[src/hdl/sft_pkg.sv]
// Shared types and constants for the sorted frame table.
`timescale 1ns / 1ps

package sft_pkg;

    localparam int TABLE_DEPTH = 1024;
    localparam int FRAME_W     = 32;
    localparam int INDEX_W     = 10;
    localparam int POS_W       = 11;
    localparam int STATUS_W    = 2;

    typedef enum logic [1:0] {
        ACT_CLEAR  = 2'd0,
        ACT_INSERT = 2'd1,
        ACT_QUERY  = 2'd2,
        ACT_READ   = 2'd3
    } action_t;

    localparam logic [STATUS_W-1:0] STATUS_OK    = 2'd0;
    localparam logic [STATUS_W-1:0] STATUS_FULL  = 2'd1;
    localparam logic [STATUS_W-1:0] STATUS_RANGE = 2'd2;

    typedef struct packed {
        logic [POS_W-1:0]    position;
        logic                frame_used;
        logic                next_valid;
        logic [FRAME_W-1:0]  next_frame;
        logic [FRAME_W-1:0]  frame_value;
        logic [STATUS_W-1:0] status;
        logic [POS_W-1:0]    entry_count;
    } result_t;

endpackage

[src/hdl/sft_ctrl.sv]
// Sequencer: clear, binary search, shift-up insert, query and indexed read over the frame store.
`timescale 1ns / 1ps

module sft_ctrl #(
    parameter int TABLE_DEPTH = sft_pkg::TABLE_DEPTH,
    parameter int AW          = $clog2(TABLE_DEPTH),
    parameter int CW          = $clog2(TABLE_DEPTH + 1)
) (
    input  logic                         clk,
    input  logic                         rst_n,
    input  logic                         in_valid,
    output logic                         in_stall,
    input  logic [1:0]                   in_action,
    input  logic [sft_pkg::FRAME_W-1:0]  in_frame,
    input  logic [sft_pkg::INDEX_W-1:0]  in_index,
    output logic                         res_valid,
    input  logic                         res_ack,
    output sft_pkg::result_t             res,
    output logic                         mem_rd_en,
    output logic [AW-1:0]                mem_rd_addr,
    input  logic [sft_pkg::FRAME_W-1:0]  mem_rd_data,
    output logic                         mem_wr_en,
    output logic [AW-1:0]                mem_wr_addr,
    output logic [sft_pkg::FRAME_W-1:0]  mem_wr_data
);

    localparam int IW = (CW > sft_pkg::INDEX_W) ? CW : sft_pkg::INDEX_W;
    localparam logic [CW-1:0] DEPTH_C = CW'(TABLE_DEPTH);

    typedef enum logic [2:0] {
        S_IDLE,
        S_SRCH_RD,
        S_SRCH_CMP,
        S_SHIFT,
        S_PUT_KEY,
        S_READ_WAIT,
        S_DONE
    } state_t;

    state_t                      state_reg, state_next;
    sft_pkg::action_t            action_reg, action_next;
    logic [sft_pkg::FRAME_W-1:0] key_reg, key_next;
    logic [CW-1:0]               count_reg, count_next;
    logic [CW-1:0]               lo_reg, lo_next;
    logic [CW-1:0]               hi_reg, hi_next;
    logic [CW-1:0]               mid_reg, mid_next;
    logic                        upper_reg, upper_next;
    logic                        matched_reg, matched_next;
    logic                        hi_moved_reg, hi_moved_next;
    logic [sft_pkg::FRAME_W-1:0] cand_reg, cand_next;
    logic [CW-1:0]               pos_reg, pos_next;
    logic [AW-1:0]               rd_ptr_reg, rd_ptr_next;
    logic                        rd_active_reg, rd_active_next;
    logic                        pend_reg, pend_next;
    logic [AW-1:0]               pend_addr_reg, pend_addr_next;
    sft_pkg::result_t            res_reg, res_next;

    logic [CW:0]                 mid_sum;

    always_comb
    begin
        state_next     = state_reg;
        action_next    = action_reg;
        key_next       = key_reg;
        count_next     = count_reg;
        lo_next        = lo_reg;
        hi_next        = hi_reg;
        mid_next       = mid_reg;
        upper_next     = upper_reg;
        matched_next   = matched_reg;
        hi_moved_next  = hi_moved_reg;
        cand_next      = cand_reg;
        pos_next       = pos_reg;
        rd_ptr_next    = rd_ptr_reg;
        rd_active_next = rd_active_reg;
        pend_next      = pend_reg;
        pend_addr_next = pend_addr_reg;
        res_next       = res_reg;
        mid_sum        = '0;
        mem_rd_en      = 1'b0;
        mem_rd_addr    = '0;
        mem_wr_en      = 1'b0;
        mem_wr_addr    = '0;
        mem_wr_data    = mem_rd_data;

        case (state_reg)
            S_IDLE:
            begin
                if (in_valid)
                begin
                    action_next   = sft_pkg::action_t'(in_action);
                    key_next      = in_frame;
                    lo_next       = '0;
                    hi_next       = count_reg;
                    mid_next      = count_reg >> 1;
                    upper_next    = 1'b0;
                    matched_next  = 1'b0;
                    hi_moved_next = 1'b0;
                    cand_next     = '0;
                    res_next      = '0;
                    case (sft_pkg::action_t'(in_action))
                        sft_pkg::ACT_CLEAR:
                        begin
                            count_next = '0;
                            state_next = S_DONE;
                        end
                        sft_pkg::ACT_INSERT, sft_pkg::ACT_QUERY:
                        begin
                            state_next = S_SRCH_RD;
                        end
                        sft_pkg::ACT_READ:
                        begin
                            if (IW'(in_index) < IW'(count_reg))
                            begin
                                mem_rd_en   = 1'b1;
                                mem_rd_addr = AW'(in_index);
                                state_next  = S_READ_WAIT;
                            end
                            else
                            begin
                                res_next.status = sft_pkg::STATUS_RANGE;
                                state_next      = S_DONE;
                            end
                        end
                        default:
                        begin
                            state_next = S_DONE;
                        end
                    endcase
                end
            end

            S_SRCH_RD:
            begin
                if (lo_reg < hi_reg)
                begin
                    mem_rd_en   = 1'b1;
                    mem_rd_addr = AW'(mid_reg);
                    state_next  = S_SRCH_CMP;
                end
                else if (action_reg == sft_pkg::ACT_INSERT)
                begin
                    pos_next          = mid_reg;
                    res_next.position = sft_pkg::POS_W'(mid_reg);
                    if (count_reg == DEPTH_C)
                    begin
                        res_next.status = sft_pkg::STATUS_FULL;
                        state_next      = S_DONE;
                    end
                    else if (count_reg > mid_reg)
                    begin
                        rd_ptr_next    = AW'(count_reg - 1'b1);
                        rd_active_next = 1'b1;
                        pend_next      = 1'b0;
                        state_next     = S_SHIFT;
                    end
                    else
                    begin
                        state_next = S_PUT_KEY;
                    end
                end
                else if (!upper_reg)
                begin
                    res_next.position   = sft_pkg::POS_W'(mid_reg);
                    res_next.frame_used = matched_reg;
                    upper_next          = 1'b1;
                    lo_next             = '0;
                    hi_next             = count_reg;
                    mid_next            = count_reg >> 1;
                end
                else
                begin
                    res_next.next_valid = hi_moved_reg;
                    res_next.next_frame = cand_reg;
                    state_next          = S_DONE;
                end
            end

            S_SRCH_CMP:
            begin
                state_next = S_SRCH_RD;
                if (!upper_reg && mem_rd_data == key_reg)
                begin
                    matched_next = 1'b1;
                    lo_next      = mid_reg;
                    hi_next      = mid_reg;
                end
                else
                begin
                    if (mem_rd_data > key_reg)
                    begin
                        hi_next = mid_reg;
                        if (upper_reg)
                        begin
                            cand_next     = mem_rd_data;
                            hi_moved_next = 1'b1;
                        end
                    end
                    else
                    begin
                        lo_next = mid_reg + 1'b1;
                    end
                    mid_sum  = {1'b0, lo_next} + {1'b0, hi_next};
                    mid_next = mid_sum[CW:1];
                end
            end

            S_SHIFT:
            begin
                if (pend_reg)
                begin
                    mem_wr_en   = 1'b1;
                    mem_wr_addr = pend_addr_reg;
                    mem_wr_data = mem_rd_data;
                end
                if (rd_active_reg)
                begin
                    mem_rd_en      = 1'b1;
                    mem_rd_addr    = rd_ptr_reg;
                    pend_next      = 1'b1;
                    pend_addr_next = rd_ptr_reg + 1'b1;
                    if (CW'(rd_ptr_reg) == pos_reg)
                    begin
                        rd_active_next = 1'b0;
                    end
                    else
                    begin
                        rd_ptr_next = rd_ptr_reg - 1'b1;
                    end
                end
                else
                begin
                    pend_next  = 1'b0;
                    state_next = S_PUT_KEY;
                end
            end

            S_PUT_KEY:
            begin
                mem_wr_en   = 1'b1;
                mem_wr_addr = AW'(pos_reg);
                mem_wr_data = key_reg;
                count_next  = count_reg + 1'b1;
                state_next  = S_DONE;
            end

            S_READ_WAIT:
            begin
                res_next.frame_value = mem_rd_data;
                state_next           = S_DONE;
            end

            S_DONE:
            begin
                if (res_ack)
                begin
                    state_next = S_IDLE;
                end
            end

            default:
            begin
                state_next = S_IDLE;
            end
        endcase
    end

    always_ff @(posedge clk or negedge rst_n)
    begin
        if (!rst_n)
        begin
            state_reg     <= S_IDLE;
            count_reg     <= '0;
            rd_active_reg <= 1'b0;
            pend_reg      <= 1'b0;
        end
        else
        begin
            state_reg     <= state_next;
            count_reg     <= count_next;
            rd_active_reg <= rd_active_next;
            pend_reg      <= pend_next;
        end
    end

    always_ff @(posedge clk)
    begin
        action_reg    <= action_next;
        key_reg       <= key_next;
        lo_reg        <= lo_next;
        hi_reg        <= hi_next;
        mid_reg       <= mid_next;
        upper_reg     <= upper_next;
        matched_reg   <= matched_next;
        hi_moved_reg  <= hi_moved_next;
        cand_reg      <= cand_next;
        pos_reg       <= pos_next;
        rd_ptr_reg    <= rd_ptr_next;
        pend_addr_reg <= pend_addr_next;
        res_reg       <= res_next;
    end

    assign in_stall  = (state_reg != S_IDLE);
    assign res_valid = (state_reg == S_DONE);

    always_comb
    begin
        res             = res_reg;
        res.entry_count = sft_pkg::POS_W'(count_reg);
    end

`ifndef SYNTHESIS
    a_count_bound: assert property (@(posedge clk) disable iff (!rst_n)
        count_reg <= DEPTH_C)
        else $error("entry count exceeds table depth");

    a_no_rw_collide: assert property (@(posedge clk) disable iff (!rst_n)
        !(mem_rd_en && mem_wr_en && mem_rd_addr == mem_wr_addr))
        else $error("read and write hit the same entry");

    a_full_flag: assert property (@(posedge clk) disable iff (!rst_n)
        (res_valid && res_reg.status == sft_pkg::STATUS_FULL) |-> count_reg == DEPTH_C)
        else $error("full status with free entries");

    a_count_step: assert property (@(posedge clk) disable iff (!rst_n)
        (state_reg != S_IDLE && state_reg != S_PUT_KEY) |=> count_reg == $past(count_reg))
        else $error("entry count changed outside insert or clear");
`endif

endmodule

[config.mk]
export PLATFORM = sky130hd
export DESIGN_NAME = sft_ctrl
export DESIGN_NICKNAME = d
export VERILOG_FILES = /design/src/hdl/sft_pkg.sv /design/src/hdl/sft_ctrl.sv
export SDC_FILE = /design/constraint.sdc
export NUM_CORES = 1
export LEC_CHECK = 0
export ABC_AREA = 0
export BUFFER_PORTS_ARGS = -buffer_cell sky130_fd_sc_hd__buf_2
export CAP_MARGIN = 20
export CELL_PAD_IN_SITES_DETAIL_PLACEMENT = 2
export CELL_PAD_IN_SITES_GLOBAL_PLACEMENT = 2
export CORE_MARGIN = 1.5
export CORE_UTILIZATION = 37
export DETAILED_ROUTE_END_ITERATION = 8
export GPL_TIMING_DRIVEN = 1
export PLACE_DENSITY_LB_ADDON = 0.1
export REMOVE_ABC_BUFFERS = 1
export SKIP_CTS_REPAIR_TIMING = 1
export SLEW_MARGIN = 20
export SYNTH_ARGS = -nofsm -noshare
export SYNTH_HDL_FRONTEND = slang
export SYNTH_SLANG_ARGS = --single-unit
[constraint.sdc]
create_clock -name clk -period 6.7 [get_ports clk]
set_input_delay 0.335 -clock clk [delete_from_list [all_inputs] [get_ports clk]]
set_output_delay 0.335 -clock clk [all_outputs]
set_load 0.01 [all_outputs]
======== Word-level counts from Yosys, hierarchy flattened ========
Index checks and enable logic that the tools add are counted.
word-level totals
  bits in registers ....................... 228
  input port bits ......................... 80
  output and inout port bits .............. 146
  logic and storage cells ................. 199
cells by class
  add/sub/neg operators ................... 6
  $lt $le $gt $ge ......................... 4
  equality and inequality tests ........... 33
  multiplexer cells ....................... 103
  bitwise logic cells ..................... 1
  reduce and logical (&&, ||, !) cells .... 30
operator list
  kind                                                                   number
  11-bit 2-to-1 mux                                                      24
  32-bit 2-to-1 mux                                                      5
  32-bit case mux with 2 select lines                                    2
  10-bit 2-to-1 mux                                                      12
  11-bit case mux with 3 select lines                                    3
  90-bit 2-to-1 mux                                                      1
  45-bit case mux with 2 select lines                                    1
  45-bit 2-to-1 mux                                                      1
  10-bit case mux with 2 select lines                                    2
  34-bit 2-to-1 mux                                                      1
  33-bit 2-to-1 mux                                                      1
  32-bit equality test                                                   1
  32-bit greater-than comparator                                         1
  2-bit != test (second input constant)                                  16
  10-bit case mux with 3 select lines                                    1
  5-bit AND reduction                                                    6
  3-bit 2-to-1 mux                                                       8
  1-bit 2-to-1 mux                                                       23
  11-bit by 1-bit adder with 11-bit output (second input constant)       2
  11-bit case mux with 2 select lines                                    1
  10-bit by 1-bit subtractor with 10-bit output (second input constant)  2
  3-bit case mux with 6 select lines                                     1
  11-bit by 11-bit adder with 12-bit output                              1
  12-bit 2-to-1 mux                                                      1
  32 further kinds                                                       60

======== Depth between registers and ports, before layout ========
Gate-level depths: netlist (run 1).
  depth in word-level cells ............... 7
  gate-level depth with buffers ........... 20
  depth with buffers taken out ............ 19

======== Worst setup path after synthesis (run 1) ========
Ideal clock, no wire load.
  kind .................................... register to register
  from .................................... register key_reg[30] (netlist bit)
  to ...................................... register cand_reg[0] (netlist bit) (enable)
  setup time .............................. 469 ps
  data arrival time ....................... 4173 ps
  required time ........................... 6231 ps
  path slack .............................. 2058 ps
  cell stages (with the launch flop) ...... 9
  path buffers ............................ 1
  period minus slack after synthesis ...... 4642 ps
  cells stage by stage .................... edfxtp_1 > inv_1 > ha_1 > nand4_1 > or3_1 > o221ai_1 > o21ai_4 > clkbuf_1 > o21ai_0
on the way
  word-level cells in the longest chain between the ends .. 4
  elaborated cells between the ends (all ways) .. 6
  classes of those cells .................. order compare (1); eq/ne (3); reduce/logical (2)
RTL lines
  what                                                                                    line             text
  start: declaration                                                                      sft_ctrl.sv:42   logic [sft_pkg::FRAME_W-1:0] key_reg, key_next;
  start signal: assignment                                                                sft_ctrl.sv:289  key_reg <= key_next;
  parallel branches: the longest is 3 deep, another holds 32-bit greater-than comparator  n/a
  5-bit AND reduction (no line) (*)                                                       n/a
  end signal: assignment                                                                  sft_ctrl.sv:296  cand_reg <= cand_next;
  end: declaration                                                                        sft_ctrl.sv:50   logic [sft_pkg::FRAME_W-1:0] cand_reg, cand_next;
Mark *: on every way between the ends.
A chain may end at the register's enable or synchronous reset.

======== Worst setup path in the final report (run 1) ========
  from .................................... register key_reg[23] (netlist bit)
  to ...................................... register mid_reg[9] (data pin)
on the way
  word-level cells in the longest chain between the ends .. 7
  elaborated cells between the ends (all ways) .. 10
  classes of those cells .................. add/sub (1); order compare (1); mux (8)
RTL lines
  what                                           line             text
  32-bit greater-than comparator (*)             sft_ctrl.sv:190  if (mem_rd_data > key_reg)
  11-bit 2-to-1 mux                              sft_ctrl.sv:190
  11-bit 2-to-1 mux                              sft_ctrl.sv:182  if (!upper_reg && mem_rd_data == key_reg)
  11-bit 2-to-1 mux                              sft_ctrl.sv:86   case (state_reg)
  11-bit by 11-bit adder with 12-bit output (*)  sft_ctrl.sv:203  mid_sum = {1'b0, lo_next} + {1'b0, hi_next};
  11-bit 2-to-1 mux (*)                          sft_ctrl.sv:182
  11-bit case mux with 3 select lines (*)        sft_ctrl.sv:86
  named net mid_next[9]                          sft_ctrl.sv:46   logic [CW-1:0] mid_reg, mid_next;
  end signal: assignment                         sft_ctrl.sv:292  mid_reg <= mid_next;
  end: declaration                               sft_ctrl.sv:46
The timed path passes the listed nets; every way through them passes the cells marked *. The select of a mux whose other input is x is not followed.

==> metrics, run 1 <==
WL/cell 23.7 um; post-synth top area cell edfxtp_1; peak fanout along the critical path 22; drt via density 5.36; number of remaining DRC errors 0; fillcell total 3367; CTS Buf Count 28; post-synthesis register bit count 228; sequential fraction of the synthesis area 55.1%; synth top area cells edfxtp_1, ha_1, and2_1; Root Buffer Master clkbuf_16; max cap viols 0; startpoint types flip-flop; Fin. Hold Viols 0; clock sink total 228; status finished clean; minimum clock period 5230 ps; fin crit share 78.1%; critical path cell sequence inv_1, ha_1, a21oi_1, o21ai_0, a221oi_1, o221ai_1, o21ai_4, mux2_2, fa_1, a21o_1, a21oi_1, o21bai_1, a21oi_1, o21bai_1, a31o_2, a21oi_1, xor2_1, o21ai_0; die width 185 um; Final Util 46.5%; Worst-Margin Slew 1080 ps; core area 0.0326 mm2; first-pass GRT wire length 61700 um; crit end category flip-flop; max incr delay on CP 600 ps; Total Wirelength 43000 um; most used cell, CP a21oi_1; synth-to-layout area growth 23.7%; vias post-DR 9700; hold slack 29.6 ps; nets@finish 1506; final RePlAce weighted congestion 0.836; Initial Util 37.6%; Slowest-stage cell, CP o21ai_4; PortBufs 225; Worst Path Required 6980 ps; EDFF count, synth 212; clk slew on worst S/H paths 70 ps; drt pass-1 iters 4; initial antenna violation count 2; Clock Latency Late Sink 570 ps; clk_skew 37.8 ps; setup TNS 0 ps; critical path type flip-flop to flip-flop; count leader, synth edfxtp_1; placed inst area 0.0139 mm2; layout cells sized above 1 23.7%; largest net degree at the start of global routing 50; pwr/cell area 475 mW/mm2; RSZ-0062 raised after global routing no; chip height 185 um; Synth Instances 1095; Max-slew headroom 27.9%; Overall Global Routing Usage 24.0%; ys flop type edfxtp_1; share of the synthesized area in the top cell type 51.9%; worst hold path class primary input to flip-flop; pins over their slew limit 0; I/O pins 226; CTS tree built; Post-Layout Cell Count 1811; Synth top cells by count edfxtp_1, inv_1, nand2_1, ha_1, a21oi_1; Tot Pwr 7.21 mW; DRT iter0 DRCs 506; DP Cell Count 1721; Leakage 6.55 nW; HP Start res_ack; Bufs on Longest Clock Path 3; worst r2r src key_reg[23]; H-tree level count 1; final worst slack 1470 ps; remaining antenna violation count 0; cell row count 66; maximum vdd drop 0.254 mV; post-synth cell types 55; fmax 191 MHz; ys async rst share 7.02%; YS warnings 0; die area 0.0343 mm2; gr ovfl total 0; max reg flops 79; vias in the first global route 10400; worst path arrival time 5510 ps; final instance area 0.0152 mm2; detailed placement HPWL 29800 um; Critical Path Start key_reg[23]; worst slack, placed 1150 ps; post-synthesis cell area 0.0123 mm2; endpoints failing setup 0; Mapped Avg Cell Area 11.2 um2
-- routing by layer --
layer	track usage (%)	routed length (um)
met1	31.2	18700
met2	42.1	21300
met3	3.36	1830
met4	5.63	1180
met5	0	0
-- power by group --
| part | switching (mW) | internal, mW | leakage (nW) | total [mW] |
|---|---|---|---|---|
| Clock | 0.636 | 0.916 | 0.459 | 1.55 |
| Combinational | 1.98 | 1.12 | 3.89 | 3.11 |
| Sequential | 0.357 | 2.20 | 2.20 | 2.55 |
| Total | 2.98 | 4.24 | 6.55 | 7.21 |
-- layout by cell type (no fill, tap or decap), drive strengths merged, types with 13 or more instances in the layout --
master / n
xor2: 19
clkbuf: 36
nand3: 24
nor3: 30
and3: 47
inv: 83
nor2: 69
dlygate4sd3: 35
a21oi: 71
buf: 237
clkinv: 13
o21ai: 54
dfrtp: 16
mux2: 34
and2: 67
nand2: 82
xnor2: 30
nand4: 15
edfxtp: 212
ha: 79
-- worst paths after layout --
path / endpoint / slack, ps / cells past startpoint
setup / recovery: mid_reg[9] / 1470 / 18
hold / removal: state_reg[2] / 30 / 2
setup reg to reg: mid_reg[9] / 1470 / 18
hold reg to reg: pend_reg / 480 / 1
max in group asynchronous: pend_reg / 6150 / 2
min in group asynchronous: count_reg[10] / 260 / 2
-- worst max-delay path: cells and delay by family (launching register included) --
| family | cells | cell delay, ps |
|---|---|---|
| AO/OA/AOI/OAI | 13 | 3070 |
| XOR/XNOR | 1 | 160 |
| adder cells (fa/ha/maj) | 2 | 740 |
| buffers and inverters | 1 | 100 |
| flip-flops | 1 | 390 |
| multiplexers | 1 | 450 |
-- final cells by class --
type,instances,area (um2),share of cell area [%]
flip-flops and latches,228,6770,44.6
multi-input cells,733,5030,33.1
repair buffers,272,1590,10.5
clock buffers,36,761,5.01
well taps,442,553,3.64
inverters,83,312,2.05
clock inverters,16,166,1.10
diodes,1,2.50,0.0165
-- kinds of logic after synthesis --
| family | Yosys count | share of synthesized area [%] |
|---|---|---|
| compound gates | 193 | 9.87 |
| flops | 228 | 55.1 |
| fa+ha+maj | 80 | 8.22 |
| xor+xnor | 49 | 3.50 |
| simple gates | 365 | 15.0 |
| buf+inv | 134 | 4.13 |
| mux | 46 | 4.13 |
Power figures use the tool's default switching activity.
==> run 2: changes to the inputs <==
==> constraint.sdc (replaced) <==
create_clock -name clk -period 5.3 [get_ports clk]
set_input_delay 0.265 -clock clk [delete_from_list [all_inputs] [get_ports clk]]
set_output_delay 0.265 -clock clk [all_outputs]
set_load 0.01 [all_outputs]
==> run 2 against run 1 <==
Compared with the run above:
- maximum frequency grew 6.5%
- sequential share of layout area barely moved
- global-route usage increased by 0.085 points
==> metrics, run 2 (synthesis gave the netlist of run 1 again) <==
clk_skew 18.4 ps; WL/cell 23.1 um; initial antenna violation count 1; critical path cell sequence inv_1, ha_1, nand4_1, or3_1, nor2_1, o31a_1, o21ai_4, buf_4, nand2_1, o21ai_0, fa_1, a21o_1, a21oi_1, o21bai_1, a21oi_1, o21bai_1, a31o_2, a21oi_1, xor2_1, o21ai_0; Initial Util 37.6%; Final Util 46.6%; CTS tree built; Min-Delay Endpoint res[20]; vias post-DR 9624; endpoints failing setup 0; placed inst area 0.0139 mm2; HP Start mem_rd_data[7]; Total Wirelength 41800 um; PortBufs 225; Overall Global Routing Usage 24.1%; max reg flops 79; Critical Path Start key_reg[23]; Leakage 6.55 nW; drt via density 5.31; max cap viols 0; Clock Latency Late Sink 560 ps; die area 0.0343 mm2; pins over their slew limit 0; drt pass-1 iters 5; core area 0.0326 mm2; status finished clean; fmax 204 MHz; crit end category flip-flop; worst hold path class primary input to flip-flop; I/O pins 226; setup TNS 0 ps; pwr/cell area 594 mW/mm2; die width 185 um; fillcell total 3383; cell row count 66; Root Buffer Master clkbuf_16; first-pass GRT wire length 62100 um; gr ovfl total 0; most common cell after layout, fill and taps aside buf_2; CP top delay family compound AO/OA/AOI/OAI gates; worst path arrival time 5190 ps; DRT iter0 DRCs 535; Int Pwr 5.30 mW; Worst Path Required 5580 ps; clk slew on worst S/H paths 60 ps; clock sink total 228; minimum clock period 4910 ps; Net Sw Frac 41.2%; critical path type flip-flop to flip-flop; number of remaining DRC errors 0; FF-to-FF path depth 20; most frequent cells in the layout buf_2, edfxtp_1, inv_1, nand2_1, ha_1; net switching power 3.72 mW; critical path depth 20; fin crit share 92.7%; remaining antenna violation count 0; vias in the first global route 10300; maximum vdd drop 0.333 mV; CTS Buf Count 28; Bufs on Longest Clock Path 3; RSZ-0062 raised after global routing no; largest net degree at the start of global routing 49; layout cells sized above 1 23.6%; Reg-to-Reg End mid_reg[9]; final RePlAce weighted congestion 0.806; startpoint types flip-flop; final instance area 0.0152 mm2; chip height 185 um; Hold Path Stages 2; Tot Pwr 9.01 mW; worst r2r src key_reg[23]; nets@finish 1510; Logic pwr share 43.3%; worst reg-to-reg setup slack 390 ps; most used cell, CP a21oi_1; synth-to-layout area growth 23.8%; Worst Path Buf+Inv 2; max incr delay on CP 500 ps; peak fanout along the critical path 17; clock share of power 21.0%; detailed placement HPWL 29900 um; Fin. Hold Viols 0; Slowest-stage cell, CP or3_1; H-tree level count 1; Sequential Power Share 35.7%; Worst-Margin Slew 1090 ps; Max-slew headroom 27.5%
run 2: how the worst max path moves through the flow:
stage                        endpoint  slack [ps]
after floorplan           cand_reg[0]         260
after global placement     mid_reg[9]         500
after detailed placement   mid_reg[9]         220
after CTS                  mid_reg[9]         210
after global routing       mid_reg[9]           8
final                      mid_reg[9]         390
run 2: layer usage:
metal | wire (um) | track usage [%] | share of wire (%) | vias up
li1 | - | - | - | 4468
met1 | 18200 | 32.5 | 44 | 4877
met2 | 21200 | 42.0 | 51 | 224
met3 | 1720 | 2.75 | 4.1 | 55
met4 | 727 | 4.13 | 1.7 | 0
met5 | 0 | 0 | 0 | -
run 2: power groups by stage:
stage	registers, mW	logic (mW)	clock network (mW)
after floorplan	3.19	2.31	0
after global placement	3.21	3.70	0
after detailed placement	3.25	3.86	0
after CTS	3.22	3.90	1.92
after global routing	3.28	4.34	2.00
final	3.22	3.90	1.89
run 2: through the flow:
step / worst slack (ps) / instances / hold slack, ps
after floorplan: 258 / 1044 / -30.6
after global placement: 502 / 1724 / 216
after detailed placement: 224 / 1724 / 219
after CTS: 209 / 1775 / -373
after global routing: 8.06 / 1814 / 36.4
final: 387 / 1814 / 30.9
run 2: area by class of cell:
cell class	count	area [um2]	area share, %
multi-input cells	733	5030	33.1
well taps	442	553	3.64
clock buffers	36	751	4.94
flip-flops and latches	228	6770	44.6
diodes	1	2.50	0.0165
clock inverters	15	149	0.980
inverters	83	312	2.05
repair buffers	276	1620	10.7
